### src/mmzs_pkg.sv
// Shared types and constants for the memory map zone splitter.
`timescale 1ns / 1ps

package mmzs_pkg;

    // Addresses below 4 GiB need 32 bits; a clipped end of exactly 4 GiB needs 33.
    localparam int ADDR_W = 32;
    localparam int END_W  = ADDR_W + 1;

    localparam logic [END_W-1:0] BOUND_RESERVED = 33'h0_0010_0000;
    localparam logic [END_W-1:0] BOUND_DMA      = 33'h0_0100_0000;
    localparam logic [END_W-1:0] BOUND_KERNEL   = 33'h0_3800_0000;
    localparam logic [END_W-1:0] BOUND_HIGH     = 33'h1_0000_0000;

    localparam logic [7:0] RAM_TYPE_USABLE = 8'd1;

    localparam logic [1:0] KIND_RESV    = 2'd0;
    localparam logic [1:0] KIND_DMA     = 2'd1;
    localparam logic [1:0] KIND_NORMAL  = 2'd2;
    localparam logic [1:0] KIND_HIGHMEM = 2'd3;

    // Commands from the controller to the datapath.
    typedef struct packed {
        logic load;     // latch a new entry request
        logic advance;  // current piece was taken, step to the next one
    } mmzs_cmd_t;

    // Status from the datapath to the controller.
    typedef struct packed {
        logic keep;     // entry on the input is usable RAM below 4 GiB
        logic last;     // current piece is the final one of its entry
    } mmzs_sts_t;

endpackage

### src/mmzs_ctrl.sv
// Controller state machine for the memory map zone splitter.
`timescale 1ns / 1ps

module mmzs_ctrl (
    input  logic               aclk,
    input  logic               aresetn,
    input  logic               s_valid,
    output logic               s_ready,
    output logic               m_valid,
    input  logic               m_ready,
    input  mmzs_pkg::mmzs_sts_t sts,
    output mmzs_pkg::mmzs_cmd_t cmd
);

    localparam logic ST_IDLE = 1'b0;
    localparam logic ST_EMIT = 1'b1;

    logic state_reg;
    logic state_next;

    assign s_ready     = (state_reg == ST_IDLE);
    assign m_valid     = (state_reg == ST_EMIT);
    assign cmd.load    = s_valid && s_ready;
    assign cmd.advance = m_valid && m_ready;

    always_comb begin
        state_next = state_reg;
        unique case (state_reg)
            ST_IDLE: begin
                // Dropped entries are taken and leave no piece behind.
                if (cmd.load && sts.keep) begin
                    state_next = ST_EMIT;
                end
            end
            ST_EMIT: begin
                if (cmd.advance && sts.last) begin
                    state_next = ST_IDLE;
                end
            end
            default: state_next = ST_IDLE;
        endcase
    end

    always_ff @(posedge aclk) begin
        if (!aresetn) begin
            state_reg <= ST_IDLE;
        end else begin
            state_reg <= state_next;
        end
    end

endmodule

### src/mmzs_dpath.sv
// Datapath for the memory map zone splitter: entry registers, boundary walk, slot counter.
`timescale 1ns / 1ps

module mmzs_dpath #(
    parameter int MAX_ZONES = 32,
    parameter int PAGE_BITS = 12
) (
    input  logic                aclk,
    input  logic                aresetn,
    input  mmzs_pkg::mmzs_cmd_t cmd,
    output mmzs_pkg::mmzs_sts_t sts,
    input  logic [63:0]         region_start,
    input  logic [63:0]         region_length,
    input  logic [7:0]          region_type,
    input  logic                map_first,
    output logic [1:0]          zone_kind,
    output logic [19:0]         first_page,
    output logic [20:0]         page_count,
    output logic [4:0]          zone_slot,
    output logic                table_full,
    output logic                last_piece
);

    localparam int SLOT_W = $clog2(MAX_ZONES + 1);
    localparam int ADDR_W = mmzs_pkg::ADDR_W;
    localparam int END_W  = mmzs_pkg::END_W;

    logic [ADDR_W-1:0] start_reg;
    logic [END_W-1:0]  end_reg;
    logic [SLOT_W-1:0] slot_reg;

    logic [END_W-1:0]  in_sum;
    logic              in_clip;
    logic [END_W-1:0]  in_end;
    logic [END_W-1:0]  bound;
    logic [END_W-1:0]  piece_end;
    logic [END_W-1:0]  piece_len;
    logic              full;

    // Entry end, clipped at 4 GiB; a nonzero upper length word always clips.
    assign in_sum   = {1'b0, region_start[ADDR_W-1:0]} + {1'b0, region_length[ADDR_W-1:0]};
    assign in_clip  = (region_length[63:ADDR_W] != '0) || in_sum[END_W-1];
    assign in_end   = in_clip ? mmzs_pkg::BOUND_HIGH : in_sum;
    assign sts.keep = (region_start[63:ADDR_W] == '0)
                   && (region_type == mmzs_pkg::RAM_TYPE_USABLE);

    always_comb begin
        priority if ({1'b0, start_reg} < mmzs_pkg::BOUND_RESERVED) begin
            zone_kind = mmzs_pkg::KIND_RESV;
            bound     = mmzs_pkg::BOUND_RESERVED;
        end else if ({1'b0, start_reg} < mmzs_pkg::BOUND_DMA) begin
            zone_kind = mmzs_pkg::KIND_DMA;
            bound     = mmzs_pkg::BOUND_DMA;
        end else if ({1'b0, start_reg} < mmzs_pkg::BOUND_KERNEL) begin
            zone_kind = mmzs_pkg::KIND_NORMAL;
            bound     = mmzs_pkg::BOUND_KERNEL;
        end else begin
            zone_kind = mmzs_pkg::KIND_HIGHMEM;
            bound     = mmzs_pkg::BOUND_HIGH;
        end
    end

    // The high zone reaches to the clip point, so its piece always ends the entry.
    assign sts.last   = (end_reg <= bound);
    assign last_piece = sts.last;
    assign piece_end  = sts.last ? end_reg : bound;
    assign piece_len  = piece_end - {1'b0, start_reg};
    assign first_page = 20'(start_reg >> PAGE_BITS);
    assign page_count = 21'(piece_len >> PAGE_BITS);

    assign full       = (slot_reg >= SLOT_W'(MAX_ZONES));
    assign table_full = full;
    assign zone_slot  = full ? 5'd0 : 5'(slot_reg);

    always_ff @(posedge aclk) begin
        if (cmd.load) begin
            start_reg <= region_start[ADDR_W-1:0];
            end_reg   <= in_end;
        end else if (cmd.advance) begin
            start_reg <= bound[ADDR_W-1:0];
        end
    end

    always_ff @(posedge aclk) begin
        if (!aresetn) begin
            slot_reg <= '0;
        end else if (cmd.load && map_first) begin
            slot_reg <= '0;
        end else if (cmd.advance && !full) begin
            slot_reg <= slot_reg + SLOT_W'(1);
        end
    end

    // The counter saturates at the table size.
    assert property (@(posedge aclk) disable iff (!aresetn)
        slot_reg <= SLOT_W'(MAX_ZONES))
        else $error("slot counter ran past the table size");

    // A piece never starts at or past the clipped end unless it is empty and final.
    assert property (@(posedge aclk) disable iff (!aresetn)
        cmd.advance && !sts.last |=> ({1'b0, start_reg} < end_reg))
        else $error("boundary walk stepped past the entry end");

endmodule

### src/memory_map_zone_splitter.sv
// Top level of the memory map zone splitter.
`timescale 1ns / 1ps
//
// Input channel (s_): one firmware memory-map request per handshake: start,
// length, type and a flag that marks the first entry of a new map, which
// clears the slot counter. Output channel (m_): one zone record per piece.
// An entry that starts at or above 4 GiB, or whose type is not usable RAM,
// is taken and yields nothing. A usable entry is clipped at
// 4 GiB and cut at 1 MiB, 16 MiB and 896 MiB into 1 to 4 pieces.
// The first record is valid the cycle after the request is taken.
// One piece leaves per cycle while the receiver takes them; the entry is walked piece
// by piece through one shared boundary compare and subtract, and the next
// request is taken only after the last piece has left.
// A stalled receiver holds the current record steady; s_ready stays low.
// Reset (aresetn, synchronous, active low) empties the block and clears the
// slot counter. Slots run from 0 to MAX_ZONES-1; later records carry table_full and slot 0.
//
module memory_map_zone_splitter #(
    parameter int MAX_ZONES = 32,
    parameter int PAGE_BITS = 12
) (
    input  logic        aclk,
    input  logic        aresetn,
    input  logic        s_valid,
    output logic        s_ready,
    input  logic [63:0] s_region_start,
    input  logic [63:0] s_region_length,
    input  logic [7:0]  s_region_type,
    input  logic        s_map_first,
    output logic        m_valid,
    input  logic        m_ready,
    output logic [1:0]  m_zone_kind,
    output logic [19:0] m_first_page,
    output logic [20:0] m_page_count,
    output logic [4:0]  m_zone_slot,
    output logic        m_table_full,
    output logic        m_last_piece
);

    mmzs_pkg::mmzs_cmd_t cmd;
    mmzs_pkg::mmzs_sts_t sts;

    mmzs_ctrl u_ctrl (
        .aclk    (aclk),
        .aresetn (aresetn),
        .s_valid (s_valid),
        .s_ready (s_ready),
        .m_valid (m_valid),
        .m_ready (m_ready),
        .sts     (sts),
        .cmd     (cmd)
    );

    mmzs_dpath #(
        .MAX_ZONES (MAX_ZONES),
        .PAGE_BITS (PAGE_BITS)
    ) u_dpath (
        .aclk          (aclk),
        .aresetn       (aresetn),
        .cmd           (cmd),
        .sts           (sts),
        .region_start  (s_region_start),
        .region_length (s_region_length),
        .region_type   (s_region_type),
        .map_first     (s_map_first),
        .zone_kind     (m_zone_kind),
        .first_page    (m_first_page),
        .page_count    (m_page_count),
        .zone_slot     (m_zone_slot),
        .table_full    (m_table_full),
        .last_piece    (m_last_piece)
    );

    // Only one request is in the block at a time.
    assert property (@(posedge aclk) disable iff (!aresetn)
        m_valid |-> !s_ready)
        else $error("request taken while records were pending");

    // A piece that is not the last one is followed by another record.
    assert property (@(posedge aclk) disable iff (!aresetn)
        m_valid && m_ready && !m_last_piece |=> m_valid)
        else $error("entry ended before its last piece");

    // After the last piece the block is ready for the next request.
    assert property (@(posedge aclk) disable iff (!aresetn)
        m_valid && m_ready && m_last_piece |=> s_ready && !m_valid)
        else $error("block did not return to idle after the last piece");

    // A piece never holds more than 4 GiB worth of pages.
    assert property (@(posedge aclk) disable iff (!aresetn)
        m_valid |-> (m_page_count <= 21'h10_0000))
        else $error("page count exceeds the 4 GiB span");

endmodule
### config.mk
export PLATFORM = sky130hd
export DESIGN_NAME = memory_map_zone_splitter
export DESIGN_NICKNAME = d
export VERILOG_FILES = /design/src/mmzs_pkg.sv /design/src/mmzs_ctrl.sv /design/src/mmzs_dpath.sv /design/src/memory_map_zone_splitter.sv
export SDC_FILE = /design/constraint.sdc
export NUM_CORES = 1
export LEC_CHECK = 0
export BUFFER_PORTS_ARGS = -buffer_cell sky130_fd_sc_hd__clkbuf_2
export CORE_MARGIN = 5
export CORE_UTILIZATION = 57
export DETAILED_ROUTE_END_ITERATION = 16
export GPL_ROUTABILITY_DRIVEN = 0
export GPL_TIMING_DRIVEN = 1
export PLACE_DENSITY = 0.87
export SLEW_MARGIN = 20
export SYNTH_ARGS = -nofsm -noshare
export SYNTH_HDL_FRONTEND = slang
export SYNTH_SLANG_ARGS = --single-unit
### constraint.sdc
create_clock -name aclk -period 16.7 [get_ports aclk]
set_clock_uncertainty 0.1 [all_clocks]
set_input_delay 2.505 -clock aclk [delete_from_list [all_inputs] [get_ports aclk]]
set_output_delay 2.505 -clock aclk [all_outputs]
set_load 0.02 [all_outputs]
# == Word level (Yosys, flattened, before mapping) ==
# Index checks and enable logic that the tools add are counted.
# word_totals
reg_bits,72
wordCells,41
# classes
n_addsub,3
magnitude_cmp,5
eq_ne,1
mux,13
n_bitwise,2
reduce_logical,13
# op_table
op,count
33-bit 2-to-1 mux,4
32-bit 2-to-1 mux,2
32-bit by 32-bit adder with 33-bit output,1
33-bit <= comparator,1
33-bit by 32-bit subtractor with 33-bit output,1
32-bit logical NOT,1
"32-bit by 21-bit < comparator with 1-bit output, second input constant",1
"32-bit by 25-bit < comparator with 1-bit output, second input constant",1
"32-bit by 30-bit < comparator with 1-bit output, second input constant",1
32-bit nonzero test,1
"8-bit by 1-bit equality test with 1-bit output, second input constant",1
1-bit logical AND,7
"6-bit by 1-bit adder with 6-bit output, second input constant",1
"6-bit >= comparator, second input constant",1
5-bit 2-to-1 mux,1
2-bit 2-to-1 mux,2
1-bit 2-to-1 mux,3
1-bit inverter,2
1-bit one-hot mux with 2 select lines,1
2-bit nonzero test,1
2-bit OR reduction,1
1-bit logical NOT,1
1-bit logical OR,1

# == Longest topological paths before layout ==
# Gate-level depths: netlist of run 1.
# logic_depth
ltp_word,8
depth_mapped,23
mapped_depth_nobuf,21

# == Cells and area by module ==
# From an unflattened synthesis of run 1, not the netlist that was laid out.
# hier_totals
cells_unflattened,746
hier_area_um2,6530.0
# modules_own_cells
module,instances,cells_per_inst,area_per_inst_um2
mmzs_dpath,1,739,6472.5
mmzs_ctrl,1,7,57.6

# == Worst setup path after synthesis of run 1 ==
# Ideal clock, no wire load.
# synth_timing
path_kind,reg-to-output
startpoint,reg u_dpath.start_reg[25]
endpoint,out m_page_count[20]
arrival_ns,5.340
required_time_ns,14.095
setup_slack_ns,8.755
path_stages_with_launch,24
path_buffers,2
path_cell_list,edfxtp_1 -> or4_1 -> or2_0 -> buf_2 -> and2_1 -> inv_1 -> ha_1 -> and4_1 -> nand2_1 -> a211oi_1 -> nor2_1 -> a21oi_2 -> clkbuf_1 -> nor2b_1 -> ha_1 -> and4_1 -> nand3_1 -> or4_1 -> o21ai_0 -> a22oi_1 -> and2_1 -> o211ai_1 -> a21oi_1 -> nor3b_1
# synth_between
elab_chain_cells,7
elab_cells_between_ends,9
# synth_lines
item,line_no,source
start: declaration,mmzs_dpath.sv:28,logic [ADDR_W-1:0] start_reg;
start signal: assignment,mmzs_dpath.sv:77,start_reg <= region_start[ADDR_W-1:0];
start signal: assignment,mmzs_dpath.sv:80,start_reg <= bound[ADDR_W-1:0];
32-bit by 30-bit < comparator with 1-bit output,mmzs_dpath.sv:54,"end else if ({1'b0, start_reg} < mmzs_pkg::BOUND_KERNEL) begin"
33-bit 2-to-1 mux,mmzs_dpath.sv:54,
33-bit 2-to-1 mux,mmzs_dpath.sv:51,"end else if ({1'b0, start_reg} < mmzs_pkg::BOUND_DMA) begin"
33-bit 2-to-1 mux,mmzs_dpath.sv:48,"priority if ({1'b0, start_reg} < mmzs_pkg::BOUND_RESERVED) begin"
33-bit <= comparator,mmzs_dpath.sv:64,assign sts.last = (end_reg <= bound);
33-bit 2-to-1 mux,mmzs_dpath.sv:66,assign piece_end = sts.last ? end_reg : bound;
33-bit by 32-bit subtractor with 33-bit output *,mmzs_dpath.sv:67,"assign piece_len = piece_end - {1'b0, start_reg};"
end: declaration,memory_map_zone_splitter.sv:34,"output logic [20:0] m_page_count,"
# Every way passes the cells marked *; elsewhere a longest branch is shown, timed or not.

# == Worst setup path after layout of run 1 ==
# Same ends and word-level chain as after synthesis.

==> qor.yml, run 1 <==
wl_per_cell_um: 17.14
crit_arrival_ns: 6.12
synth_top_cell_area_share_pct: 30.01
worstSetupEndpointType: "output port"
area_growth_pct: 19.29
hpwl_mm: 14.13
r2r-start: "u_dpath.start_reg[25]"
status: "complete, no violations"
viasPerCell: 5.818
antenna_found_initial: 0
rows: 39
min_from: "u_dpath.slot_reg[1]"
clkTransAtPathRegs_ns: 0.06
cts_sinks: 72
first_pass_iters: 5
seq_area_frac_synth_pct: 32.16
drc: 0
cts_buffers: 9
setup_tns_ns: 0
finalMaxSlewViolations: 0
diodes: 0
wl_mm: 18.00
die_area_um2: 13650
leakage_nw: 3.654
hp-class: "register to register"
drive_gt1_share_pct: 25.36
die_height_um: 116.8
drt-initial-drc-count: 619
power_density_nw_per_um2: 77.60
globalRouteTotalUtil_pct: 26.30
htreeDepth: 3
yosysTopAreaCell: "edfxtp_1"
rsz0062_at_grt: "no"
post-route-period-util_pct: 52.25
cts_tree: "yes"
finalHoldViolCount: 0
synth.avg_cell_area_um2: 8.899
setup_viol: 0
tightest_slew_ns: 0.7510
crit_required_ns: 14.10
timing.hold.ws_ns: 0.4136
syn-num-nets: 943
synth_edf_count: 65
fmax_ghz: 0.1146
finalCriticalPeriod_ns: 8.725
ctsHoldBuffers: 0
gr-total-overflow: 0
finalPower_w: 0.0006022
synthTopCellsByArea: "edfxtp_1, ha_1, nor2_1"
crit_path_max_fanout: 34
grt_max_degree: 71
maxSlewHeadroom_pct: 49.93
drv_cap: 0
port_buffers: 192
die_w_um: 116.8
insertion_delay_ns: 0.34
synth_cells: 731
synth_area_um2: 6505
grt_pass1_vias: 5928
fillerInstances: 873
finalWorstSetupSlack_ns: 7.975
path_class: "register to output port"
place_ws_ns: 8.469
synth_async_sr_flop_share_pct: 0
critPathLaunch: "u_dpath.start_reg[25]"
postCtsSetupBuffers: 0
final_core_util_pct: 68.55
core_area_um2: 11320
peakVddDrop_v: 0.00005731
synthFlopType: "edfxtp_1"
via_count: 6109
final_nets: 1114
crit_path_start_kind: "register"
ys_warn_count: 0
largest_reg_flops: 33
io_pins: 193
clockBufferDepth: 2
grt_pass1_wl_mm: 28.59
ys_ff_latch: 72
initial_core_util_pct: 57.46
root_buffer: "clkbuf_16"
drtAntennaViolNets: 0
cts_resized: 0
synth_cell_types: 68
==> power breakdown <==
part           switching, W  internal (W)  total (W)
combinational      0.000115     0.0000798   0.000195
sequential       0.00000602      0.000205   0.000211
clock             0.0000798      0.000117   0.000197
==> per-layer routing <==
metal,vias up,track usage (%),routed length [um]
met1,2753,34.76,7297
met5,-,0,0
met3,36,6.324,1698
met4,0,7.722,368
li1,2987,-,-
met2,333,43.16,8630
==> layout make-up <==
class	instances	area, um2	share of cell area [%]
well taps	143	178.9	2.306
inverters	59	221.5	2.854
flip-flops and latches	72	2092	26.96
repair buffers	196	991.0	12.77
multi-input cells	564	3973	51.19
clock inverters	7	78.83	1.016
clock buffers	9	225.2	2.902
==> synthesized netlist by cell type (all sizes together), types with 13 or more instances <==
cell    number
ha          70
nor2        68
edfxtp      65
inv         59
a21oi       44
nand2       41
nor2b       38
o21ai       35
and2        34
a21o        29
nor4        26
xnor2       26
buf         24
xor2        15
nand4       14
nor3        13
==> worst max-delay path: stages, from the launching register on <==
cell	delay [ns]
edfxtp_1	0.43
or4_1	0.59
or2_0	0.34
and2_1	0.21
inv_1	0.13
ha_1	0.18
and4_1	0.20
nand2_1	0.09
a211oi_1	0.35
nor2_1	0.14
a21oi_2	0.12
buf_4	0.32
nor2b_1	0.09
ha_1	0.35
and4_1	0.25
nand3_1	0.09
or4_1	0.49
o21ai_0	0.17
a22oi_1	0.12
and2_1	0.21
o211ai_1	0.35
a21oi_1	0.12
nor3b_1	0.24
clkbuf_2	0.22
==> placed cells by master, fill, tap and decap left out, types with 4 or more instances in the layout <==
master / count
clkbuf_2: 192
ha_1: 70
nor2_1: 66
edfxtp_1: 65
inv_1: 59
a21oi_1: 43
nand2_1: 41
nor2b_1: 37
and2_1: 34
o21ai_0: 32
a21o_1: 29
xnor2_1: 26
nor4_1: 25
xor2_1: 15
nand4_1: 14
nor3_1: 9
clkbuf_16: 9
a211oi_1: 7
and3_1: 7
a31oi_1: 7
dfxtp_1: 7
o211ai_1: 6
or3_1: 6
nand3_1: 6
nand2b_1: 6
or4_1: 5
nor3b_1: 5
o21a_1: 5
o21bai_1: 5
nor3_2: 4
buf_4: 4
==> through the flow <==
stage	std cells	area, um2
2_1_floorplan	731	6505
3_3_place_gp	1034	7456
3_5_place_dp	1034	7456
4_1_cts	1050	7760
5_1_grt	1050	7760
6_report	1050	7760
==> cells by family (layout without fill, tap and decap cells) <==
logic type	Yosys count	count (layout)	share of synthesized area (%)
AND/OR/NAND/NOR	279	279	23.31
XOR/XNOR	41	41	5.520
buffers and inverters	95	271	6.886
flip-flops	72	72	32.16
AO/OA/AOI/OAI	167	167	17.37
adder cells (fa/ha/maj)	71	71	13.77
multiplexers	6	6	0.9809
==> worst paths after layout <==
check                              to  slack (ns)  depth (start not counted)
setup / recovery     m_page_count[20]        7.97                         23
hold / removal    u_dpath.slot_reg[1]        0.41                          2
setup reg to reg       u_ctrl.m_valid       12.98                         14
hold reg to reg   u_dpath.slot_reg[1]        0.41                          2
Power figures use the tool's default switching activity.
==> run 2: changes to the inputs <==
--- a/config.mk
+++ b/config.mk
@@ -7,11 +7,11 @@
 export LEC_CHECK = 0
 export BUFFER_PORTS_ARGS = -buffer_cell sky130_fd_sc_hd__clkbuf_2
 export CORE_MARGIN = 5
-export CORE_UTILIZATION = 57
+export CORE_UTILIZATION = 53
 export DETAILED_ROUTE_END_ITERATION = 16
 export GPL_ROUTABILITY_DRIVEN = 0
 export GPL_TIMING_DRIVEN = 1
-export PLACE_DENSITY = 0.87
+export PLACE_DENSITY = 0.82
 export SLEW_MARGIN = 20
 export SYNTH_ARGS = -nofsm -noshare
 export SYNTH_HDL_FRONTEND = slang
==> constraint.sdc (replaced) <==
create_clock -name aclk -period 8.55 [get_ports aclk]
set_clock_uncertainty 0.1 [all_clocks]
set_input_delay 1.2825 -clock aclk [delete_from_list [all_inputs] [get_ports aclk]]
set_output_delay 1.2825 -clock aclk [all_outputs]
set_load 0.02 [all_outputs]
==> qor.yml, run 2 (synthesis gave the netlist of run 1 again) <==
status: "complete, no violations"
min_from: "u_dpath.slot_reg[1]"
cts_buffers: 9  # unchanged
post-route-period-util_pct: 86.97
drc: 0  # unchanged
postCtsSetupBuffers: 0  # unchanged
crit_arrival_ns: 6.05  # -0.07 ns
die_w_um: 120.8  # +3.4%
cts_resized: 0  # unchanged
hpwl_mm: 14.26  # +0.91%
wl_mm: 17.40  # -3.3%
clockBufferDepth: 2  # unchanged
critPathLaunch: "u_dpath.start_reg[29]"
worstSetupEndpointType: "output port"
htreeDepth: 3  # unchanged
setup_tns_ns: 0  # unchanged
drtAntennaViolNets: 0  # unchanged
grt_pass1_wl_mm: 28.07  # -1.8%
wl_per_cell_um: 16.51  # -3.7%
numPlacedInstances: 1038  # +0.39%
fmax_ghz: 0.1345
drt-initial-drc-count: 515  # -17%
viasPerCell: 5.719  # -1.7%
root_buffer: "clkbuf_16"
insertion_delay_ns: 0.34  # about the same
globalRouteTotalUtil_pct: 23.78  # -2.5 points
via_count: 6028  # -1.3%
first_pass_iters: 5  # unchanged
area_growth_pct: 19.22  # about the same
final_nets: 1114  # unchanged
drv_cap: 0  # unchanged
fillerInstances: 1010  # +16%
core_area_um2: 12010  # +6.1%
rows: 40  # +2.6%
cts_sinks: 72  # unchanged
hp-class: "register to register"
cts_tree: "yes"
power_density_nw_per_um2: 149.6  # +93%
finalHoldViolCount: 0  # unchanged
final_cell_mix: "clkbuf_2, ha_1, nor2_1"
final_cells: 1054  # +0.38%
layout.cells.most_common: "clkbuf_2"
finalMaxSlewViolations: 0  # unchanged
r2r-start: "u_dpath.start_reg[29]"
grt_max_degree: 70  # -1.4%
peakVddDrop_v: 0.0001140  # +99%
crit_path_max_fanout: 34  # unchanged
path_class: "register to output port"
crit_required_ns: 7.17  # -6.93 ns
die_height_um: 120.8  # +3.4%
maxSlewHeadroom_pct: 53.04  # +3.1 points
setup_viol: 0  # unchanged
largest_reg_flops: 33  # unchanged
rsz0062_at_grt: "no"
final_core_util_pct: 64.56  # -4.0 points
crit_path_start_kind: "register"
port_buffers: 192  # unchanged
tightest_slew_ns: 0.7044  # -0.04665 ns
die_area_um2: 14590  # +6.9%
antenna_found_initial: 0  # unchanged
io_pins: 193  # unchanged
gr-total-overflow: 0  # unchanged
finalCriticalPeriod_ns: 7.436
ctsHoldBuffers: 0  # unchanged
drive_gt1_share_pct: 25.36  # unchanged
clkTransAtPathRegs_ns: 0.06  # about the same
initial_core_util_pct: 54.16  # -3.3 points
leakage_nw: 3.662  # +0.22%
diodes: 0  # unchanged
grt_pass1_vias: 5841  # -1.5%
-- run 2: cell count changes in the layout (fill, tap and decap cells not counted) --
| cell | delta |
|---|---|
| inv_6 | +1 |
| inv_8 | +3 |
| clkinvlp_4 | -3 |
| bufinv_16 | -1 |
-- run 2: report_power, final --
group	internal, W	leakage, nW	switching, W
Combinational	0.000156	2.80	0.000221
Sequential	0.000400	0.719	0.0000116
Clock	0.000206	0.147	0.000166
-- run 2: final cells by class --
| cell class | instances | area [um2] | area share [%] |
|---|---|---|---|
| repair buffers | 196 | 991.0 | 12.78 |
| multi-input cells | 564 | 3973 | 51.23 |
| flip-flops and latches | 72 | 2092 | 26.98 |
| inverters | 59 | 221.5 | 2.856 |
| well taps | 147 | 183.9 | 2.372 |
| clock inverters | 7 | 68.82 | 0.8874 |
| clock buffers | 9 | 225.2 | 2.904 |
-- run 2: worst paths after layout --
check / end / slack (ns) / cells after the start
min reg2reg: u_dpath.slot_reg[1] / 0.40 / 2
min: u_dpath.slot_reg[1] / 0.40 / 2
max reg2reg: u_ctrl.m_valid / 4.86 / 14
max: m_page_count[11] / 1.11 / 23
-- run 2: metal layers --
metal	global-route usage [%]	share of wire, %	vias to the layer above
met5	0	0	-
met4	7.365	2.0	0
met1	31.19	42	2750
met2	38.88	47	267
met3	5.753	8.4	34
li1	-	-	2977
-- run 2: critical path, stage by stage, from the launching register on --
cell and delay (ns):
edfxtp_1 0.45, or4_1 0.58, or2_0 0.33, and2_1 0.21, inv_1 0.13, ha_1 0.18, and4_1 0.20, nand2_1 0.07
a211oi_1 0.35, nor2_1 0.14, a21oi_2 0.12, buf_4 0.33, nor2b_1 0.10, ha_1 0.31, and4_1 0.25, nand3_1 0.09
or4_1 0.49, o21ai_1 0.17, a21o_1 0.25, o211ai_1 0.14, a21boi_1 0.29, mux2i_1 0.23, o2111ai_1 0.13, clkbuf_2 0.17
-- run 2: through the flow --
| stage | cell area, um2 | power [W] | hold WS, ns | setup slack, ns |
|---|---|---|---|---|
| after floorplan | 6505 | 0.0006800 | 0.3703 | 1.828 |
| after global placement | 7461 | 0.0007824 | 0.3876 | 1.795 |
| after detailed placement | 7461 | 0.0007903 | 0.3885 | 1.532 |
| after CTS | 7755 | 0.001162 | 0.3983 | 1.160 |
| after global routing | 7755 | 0.001219 | 0.4248 | 0.7424 |
| final | 7755 | 0.001160 | 0.3990 | 1.114 |
